## config.mk

```make
export PLATFORM = sky130hd
export DESIGN_NAME = multichannel_moving_average
export DESIGN_NICKNAME = d
export VERILOG_FILES = /design/src/mma_pkg.sv /design/src/multichannel_moving_average.sv
export SDC_FILE = /design/constraint.sdc
export NUM_CORES = 1
export LEC_CHECK = 0
export BUFFER_PORTS_ARGS = -buffer_cell sky130_fd_sc_hd__buf_2
export CORE_AREA = 2 2 261 263
export CTS_BUF_LIST = sky130_fd_sc_hd__clkbuf_4
export DETAILED_ROUTE_END_ITERATION = 8
export DIE_AREA = 0 0 263 265
export PLACE_DENSITY = 0.79
export SLEW_MARGIN = 40
export SYNTH_ARGS = -nofsm -noshare
export SYNTH_HDL_FRONTEND = slang
export SYNTH_SLANG_ARGS = --single-unit
```

## constraint.sdc

```tcl
create_clock -name aclk -period 4.62 [get_ports aclk]
set_clock_uncertainty 0.15 [all_clocks]
set_input_delay 0 -clock aclk [delete_from_list [all_inputs] [get_ports aclk]]
set_output_delay 0 -clock aclk [all_outputs]
set_load 0.02 [all_outputs]
```

## src/mma_pkg.sv

```systemverilog
// Constants shared by the multichannel moving average block.
// Field widths, window geometry and derived memory and divider sizes.
// No dependencies.
package mma_pkg;

    // Window geometry
    localparam int CHANNELS = 4;
    localparam int WINDOW   = 16;

    // Field widths
    localparam int CH_W     = 2;
    localparam int SAMPLE_W = 12;
    localparam int TDATA_W  = ((CH_W + SAMPLE_W + 7) / 8) * 8;

    // Derived state widths
    localparam int SUM_W  = $clog2(WINDOW * ((1 << SAMPLE_W) - 1) + 1);
    localparam int FILL_W = $clog2(WINDOW + 1);
    localparam int POS_W  = (WINDOW > 1) ? $clog2(WINDOW) : 1;

    // Sample ring memory
    localparam int RING_DEPTH = CHANNELS * WINDOW;
    localparam int RING_AW    = (RING_DEPTH > 1) ? $clog2(RING_DEPTH) : 1;

    // Serial divider step counter
    localparam int DIV_CW = $clog2(SUM_W + 1);

    localparam logic [SAMPLE_W-1:0] SAMPLE_MAX = '1;

endpackage

```

## src/multichannel_moving_average.sv

```systemverilog
// Multichannel moving average: per-channel ring memory, running sums and a
// serial restoring divider for the warm-up aware average.
// Depends on mma_pkg.
//
//  channel | direction | tdata (low bit up)                 | handshake
//  --------+-----------+------------------------------------+------------------
//  s_      | in        | channel[1:0], sample[13:2]         | s_tvalid/s_tready
//  m_      | out       | out_channel[1:0], average[13:2]    | m_tvalid/m_tready
//
// Each word passes a ring memory read, an update of sum and ring, SUM_W
// divider steps and a load of the output register, and the next word is
// taken only after that. The one-bit-per-cycle divider sets the pace.
// Reset clears sums, fill counts and write positions; the ring needs no clear.
// A finished word waits in the output register while the next word is taken.
module multichannel_moving_average (
    input  logic                        aclk,
    input  logic                        aresetn,
    input  logic                        s_tvalid,
    output logic                        s_tready,
    input  logic [mma_pkg::TDATA_W-1:0] s_tdata,   // channel[1:0], sample[13:2]
    output logic                        m_tvalid,
    input  logic                        m_tready,
    output logic [mma_pkg::TDATA_W-1:0] m_tdata    // out_channel[1:0], average[13:2]
);
    import mma_pkg::*;

    typedef enum logic [1:0] {
        ST_IDLE,
        ST_UPD,
        ST_DIV,
        ST_OUT
    } state_t;

    state_t                state_reg;
    state_t                state_next;

    // Per-channel control state
    logic [SUM_W-1:0]      sum_reg  [CHANNELS];
    logic [FILL_W-1:0]     fill_reg [CHANNELS];
    logic [POS_W-1:0]      pos_reg  [CHANNELS];

    // Sample ring memory
    logic [SAMPLE_W-1:0]   ring_mem [RING_DEPTH];
    logic [SAMPLE_W-1:0]   ring_q_reg;
    logic [RING_AW-1:0]    ring_ra;
    logic                  ring_re;
    logic                  ring_we;

    // Current word
    logic [CH_W-1:0]       ch_reg;
    logic [SAMPLE_W-1:0]   sample_reg;
    logic                  ch_ok_reg;
    logic [RING_AW-1:0]    addr_reg;

    // Divider
    logic [SUM_W-1:0]      quo_reg;
    logic [SUM_W-1:0]      quo_next;
    logic [FILL_W-1:0]     rem_reg;
    logic [FILL_W-1:0]     rem_next;
    logic [FILL_W-1:0]     div_reg;
    logic [FILL_W-1:0]     div_next;
    logic [DIV_CW-1:0]     cnt_reg;
    logic [DIV_CW-1:0]     cnt_next;

    // Output register
    logic                  m_valid_reg;
    logic                  m_valid_next;
    logic [CH_W-1:0]       m_ch_reg;
    logic [SAMPLE_W-1:0]   m_avg_reg;
    logic [SAMPLE_W-1:0]   m_avg_next;

    logic                  s_acc;
    logic [CH_W-1:0]       s_ch;
    logic [SAMPLE_W-1:0]   s_sample;
    logic                  s_ch_ok;
    logic [CH_W-1:0]       ch_idx;
    logic                  full;
    logic [SUM_W-1:0]      sum_next;
    logic [FILL_W-1:0]     fill_next;
    logic [POS_W-1:0]      pos_next;
    logic [FILL_W:0]       rem_sh;
    logic                  ge;
    logic                  out_free;

    assign s_ch     = s_tdata[CH_W-1:0];
    assign s_sample = s_tdata[CH_W+SAMPLE_W-1:CH_W];
    assign s_ch_ok  = ({1'b0, s_ch} < (CH_W + 1)'(CHANNELS));
    assign s_tready = (state_reg == ST_IDLE);
    assign s_acc    = s_tvalid && s_tready;
    assign out_free = !m_valid_reg || m_tready;

    // Ring read address from the incoming word
    always_comb begin
        ring_ra = '0;
        if (s_ch_ok) begin
            ring_ra = RING_AW'(s_ch) * RING_AW'(WINDOW) + RING_AW'(pos_reg[s_ch]);
        end
    end
    assign ring_re = s_acc;
    assign ring_we = (state_reg == ST_UPD) && ch_ok_reg;

    // Sum, fill and position update for the held channel
    always_comb begin
        ch_idx    = ch_ok_reg ? ch_reg : '0;
        full      = (fill_reg[ch_idx] >= FILL_W'(WINDOW));
        sum_next  = sum_reg[ch_idx] - (full ? SUM_W'(ring_q_reg) : '0)
                    + SUM_W'(sample_reg);
        fill_next = full ? fill_reg[ch_idx] : fill_reg[ch_idx] + 1'b1;
        pos_next  = (pos_reg[ch_idx] == POS_W'(WINDOW - 1)) ? '0
                    : pos_reg[ch_idx] + 1'b1;
    end

    // Restoring divider step: one quotient bit per cycle
    always_comb begin
        rem_sh = {rem_reg, quo_reg[SUM_W-1]};
        ge     = (rem_sh >= {1'b0, div_reg});
    end

    // Next-state logic
    always_comb begin
        state_next   = state_reg;
        quo_next     = quo_reg;
        rem_next     = rem_reg;
        div_next     = div_reg;
        cnt_next     = cnt_reg;
        m_valid_next = m_valid_reg && !m_tready;
        m_avg_next   = (quo_reg > SUM_W'(SAMPLE_MAX)) ? SAMPLE_MAX : quo_reg[SAMPLE_W-1:0];
        case (state_reg)
            ST_IDLE: begin
                if (s_acc) begin
                    state_next = ST_UPD;
                end
            end
            ST_UPD: begin
                rem_next = '0;
                cnt_next = '0;
                if (ch_ok_reg) begin
                    quo_next   = sum_next;
                    div_next   = fill_next;
                    state_next = ST_DIV;
                end else begin
                    quo_next   = '0;
                    div_next   = FILL_W'(1);
                    state_next = ST_OUT;
                end
            end
            ST_DIV: begin
                quo_next = {quo_reg[SUM_W-2:0], ge};
                rem_next = ge ? FILL_W'(rem_sh - {1'b0, div_reg}) : rem_sh[FILL_W-1:0];
                cnt_next = cnt_reg + 1'b1;
                if (cnt_reg == DIV_CW'(SUM_W - 1)) begin
                    state_next = ST_OUT;
                end
            end
            ST_OUT: begin
                if (out_free) begin
                    m_valid_next = 1'b1;
                    state_next   = ST_IDLE;
                end
            end
            default: begin
                state_next = ST_IDLE;
            end
        endcase
    end

    // Ring memory: write back the new sample, read the oldest one
    always_ff @(posedge aclk) begin
        if (ring_we) begin
            ring_mem[addr_reg] <= sample_reg;
        end
        if (ring_re) begin
            ring_q_reg <= ring_mem[ring_ra];
        end
    end

    // State, per-channel control state and registered outputs
    always_ff @(posedge aclk) begin
        if (!aresetn) begin
            state_reg   <= ST_IDLE;
            m_valid_reg <= 1'b0;
            for (int i = 0; i < CHANNELS; i++) begin
                sum_reg[i]  <= '0;
                fill_reg[i] <= '0;
                pos_reg[i]  <= '0;
            end
        end else begin
            state_reg   <= state_next;
            m_valid_reg <= m_valid_next;
            if (ring_we) begin
                sum_reg[ch_idx]  <= sum_next;
                fill_reg[ch_idx] <= fill_next;
                pos_reg[ch_idx]  <= pos_next;
            end
        end
        // Payload registers
        if (s_acc) begin
            ch_reg     <= s_ch;
            sample_reg <= s_sample;
            ch_ok_reg  <= s_ch_ok;
            addr_reg   <= ring_ra;
        end
        quo_reg <= quo_next;
        rem_reg <= rem_next;
        div_reg <= div_next;
        cnt_reg <= cnt_next;
        if (state_reg == ST_OUT && out_free) begin
            m_ch_reg  <= ch_reg;
            m_avg_reg <= m_avg_next;
        end
    end

    assign m_tvalid = m_valid_reg;
    assign m_tdata  = TDATA_W'({m_avg_reg, m_ch_reg});

    // Only one word is in flight
    a_one_word: assert property (@(posedge aclk) disable iff (!aresetn)
        s_acc |=> !s_tready)
        else $error("word accepted while another is in flight");

    // Fill count stays within the window
    a_fill_range: assert property (@(posedge aclk) disable iff (!aresetn)
        (state_reg == ST_UPD) |-> (fill_reg[ch_idx] <= FILL_W'(WINDOW)))
        else $error("fill count beyond window");

    // Divider remainder stays below the divisor
    a_rem_range: assert property (@(posedge aclk) disable iff (!aresetn)
        (state_reg == ST_OUT) |-> (rem_reg < div_reg))
        else $error("divider remainder not below divisor");

endmodule

```

==> run summary <==
The maximum clock insertion buffer count is 3, and the cell area after layout is 44000 µm². The critical path buffer and inverter count is 1. The first detailed-routing pass took 6 iterations.

After detailed routing, the met3 layer carries 8730 µm of wire. The placed standard-cell area was 40600 µm²; the total core area was 66800 µm². Across every metal layer, demand over resource in global routing totals 26.7%. The post-synthesis async set-or-reset flop share works out to 0%. The detailed router used layers up to and including met5.

The run gives 61 as the number of distinct library cells after synthesis. In this run the clock root is driven by a sky130_fd_sc_hd__clkbuf_4. Clock-pin slew was measured on the worst setup and hold paths at 70 ps. The dominant cell type by area after synthesis was sky130_fd_sc_hd__edfxtp_1. Across the run, the number of max-cap violations was 0. Measured against its own limit, the worst slew margin works out to 35.9%. The logs give 138000 µm for the global-route wire length before repair and 2536 for the gate count of the mapped netlist. Detailed placement finished with a half-perimeter wire length of 54600 µm. The total of endpoints with negative setup slack in the final report is 0. The height of the die was 265 µm; the number of flip-flops under the largest register name was 768.

The width of the die is 263 µm, and the sequential share of the synthesized area is 72.6%. Across all layers, the routed design uses 23.4k vias. The detailed-route vias per instance works out to 6.07.

The path class of the tightest hold or removal check is input port to flip-flop. The number of synthesized register bits is 948. Tracing the worst setup path back leads to its startpoint at fill_reg[3][4]. The tools report the element type at the critical path start as a flip-flop. Relative to the synthesized area, the layout overhead comes to 12.2%. The commonest cells after synthesis are 943 x sky130_fd_sc_hd__edfxtp_1, 318 x sky130_fd_sc_hd__mux2i_1, 289 x sky130_fd_sc_hd__nand2_1, 152 x sky130_fd_sc_hd__nor2_1, 124 x sky130_fd_sc_hd__a21oi_1. After synthesis, the cell types taking the most area are sky130_fd_sc_hd__edfxtp_1 72%, sky130_fd_sc_hd__mux2i_1 8.1%, sky130_fd_sc_hd__nand2_1 2.8%. The post-route minimum period works out to 4190 ps. Critical path arrival: 4860 ps. Once the floorplan was initialized, standard cells occupied 58.6% of the core. Row generation in the floorplan step produced 95 rows.

Entering global routing, the biggest net connects 82 pins. In this run the power spent charging and discharging nets is 0.00771 W. The transition time at the pin with the least slew margin is 959 ps, and the violation count after the first detailed-route iteration is 2898.

In this run the number of H-tree levels came out at 4. Excluding fillers, the count of instances in the completed layout stands at 3857. For the routed metal-1 wirelength, the log shows 34100 µm. For this run, the number of Yosys warnings is 0.

The power per standard cell area is 540 nW/µm², and the number of buffers inserted for hold repair after clock tree synthesis is 47. The count of input and output buffers was 33; the number of max-slew violations in the final report was 0. Setup repair after global routing left no endpoint under its margin. In this run the critical register-to-register path is launched from fill_reg[3][4]. The tools report the maximum vdd ir drop as 0.421 mV. The initial antenna violation count was 4; the highest clock rate was 239 MHz. Wires add up to 92200 µm. The most repeated cell in the gate-level netlist after synthesis is sky130_fd_sc_hd__edfxtp_1. Pin placement for this block handled 38 I/O pins.

The kind of critical path was flip-flop to flip-flop. For this run, the leading register cell type out of synthesis is sky130_fd_sc_hd__edfxtp_1. The post-CTS resize count was 0; the sequential cell fraction of total power was 45.9%.

The run gives 948 as the clock sink count. The via count of the first global-routing pass is 23.6k. Net switching is 32.5% of the power.

Routability-driven placement finished with a final weighted congestion of 0.911. For the final routed database, the setup TNS stands at 0 ps. Combinational logic is responsible for 26.3% of the overall power. Summed over all nets, wire length on met2 after detailed routing comes to 45400 µm. In the final layout, the share of cells above drive strength 1 is 19.0%. Antenna violation net count after detailed routing: 0.

Global routing finished with a remaining overflow of 0. The worst hold path begins at aresetn. The run finished with clean final reports.

Among cell families on the critical path, the largest total delay comes from compound AO/OA/AOI/OAI gates. The tools report the number of buffers inserted to repair setup after CTS as 0. TritonCTS built the clock tree.

For this run, the share of the core covered by cells in the final layout is 65.8%. In this run the biggest area consumer among cell types represents 72.3% of the synthesized area. Mean cell area of the mapped netlist: 15.4 µm². The post-route DRC violation count is 0, and the layout net count is 2871. In this design, the stage delay of the slowest critical-path cell is 640 ps.

The run gives 39200 µm² as the post-synthesis cell area. The final count of hold timing violations was 0; the total CTS buffers was 226. Summed over all cells, the static leakage comes to 15.4 nW. The signal on the critical path passes through mux4_2 -> and2_1 -> ha_1 -> inv_1 -> ha_1 -> fa_1 -> a211oi_1 -> o21ai_1 -> a21oi_1 -> o21ai_1 -> a21boi_1 -> mux2i_1. The average wire per standard cell works out to 23.9 µm. The die covers 69700 µm². The clock network burns 27.8% of the power. Counting tap cells, the placed design contains a total of 3406 instances. The cell-internal power came out at 0.0160 W.

Maximum fanout count along the critical path: 16. The largest individual stage delay along the critical path comes from the cell sky130_fd_sc_hd__mux4_2. At the later pin of the worst-skew pair, clock insertion delay measures 1090 ps. STA puts the critical path data required time at 5290 ps. STA classifies the critical path endpoint as a flip-flop. The synthesized design contains 943 enable-type register cells.

Post-route clock period utilization: 90.7%. Across all hold checks on the routed design, the worst slack comes to 81.5 ps.
power groups by stage:
stage | combinational [W] | sequential, W | clock [W]
after floorplan | 0.00414 | 0.0111 | 0
after global placement | 0.00587 | 0.0110 | 0
after detailed placement | 0.00609 | 0.0111 | 0
after CTS | 0.00618 | 0.0109 | 0.00670
after global routing | 0.00682 | 0.0109 | 0.00712
final | 0.00624 | 0.0109 | 0.00660
logic make-up after synthesis:
logic type	Yosys count	share of synthesized area [%]
flip-flops	948	72.6
multiplexers	376	11.0
AO/OA/AOI/OAI	303	4.87
buffers and inverters	217	2.53
AND/OR/NAND/NOR	630	7.07
adder cells (fa/ha/maj)	43	1.62
other	1	0.00957
XOR/XNOR	18	0.402
cell type report:
type                    instances  area, µm²
well taps                     873       1090
flip-flops and latches        948      28400
inverters                      87        337
clock inverters                77        393
fillers                      4508      22800
multi-input cells            1372       9890
clock buffers                 325       2440
repair buffers                173       1380
diodes                          2       5.00
path summary, 6_finish.rpt:
path                         end  slack (ps)  cells past startpoint
setup / recovery  sum_reg[1][14]         430                     12
hold / removal    fill_reg[3][4]          80                      4
setup reg to reg  sum_reg[1][14]         430                     12
hold reg to reg     m_avg_reg[3]         350                      1
tightest hold or removal path: cells and delay by family:
kind | cells | cell delay, ps
buffers and inverters | 2 | 700
and+or+nand+nor | 2 | 500
routing by layer:
metal,GRT usage [%],vias to the layer above
met5,0,-
met4,13.9,4
met3,5.18,245
met2,43.7,1278
met1,34.2,11600
li1,-,10300
per-stage QoR:
| stage | setup WS [ps] | total power (W) |
|---|---|---|
| 6_report | 429 | 0.0237 |
| 5_1_grt | 154 | 0.0249 |
| 4_1_cts | 443 | 0.0237 |
| 3_5_place_dp | 461 | 0.0172 |
| 3_3_place_gp | 517 | 0.0169 |
| 2_1_floorplan | 261 | 0.0153 |
layout by cell type, fill, tap and decap left out, drive strengths merged, types with 24 or more instances in the layout:
cell type and instances:
mux2i 319, dlygate4sd3 47, nand2 289, nor2 152
inv 95, ha 30, nor3 34, edfxtp 943
a21oi 124, buf 126, nand3 31, mux4 39
clkinv 64, o22ai 50, a22oi 24, clkbuf 325
Power figures use the tool's default switching activity.
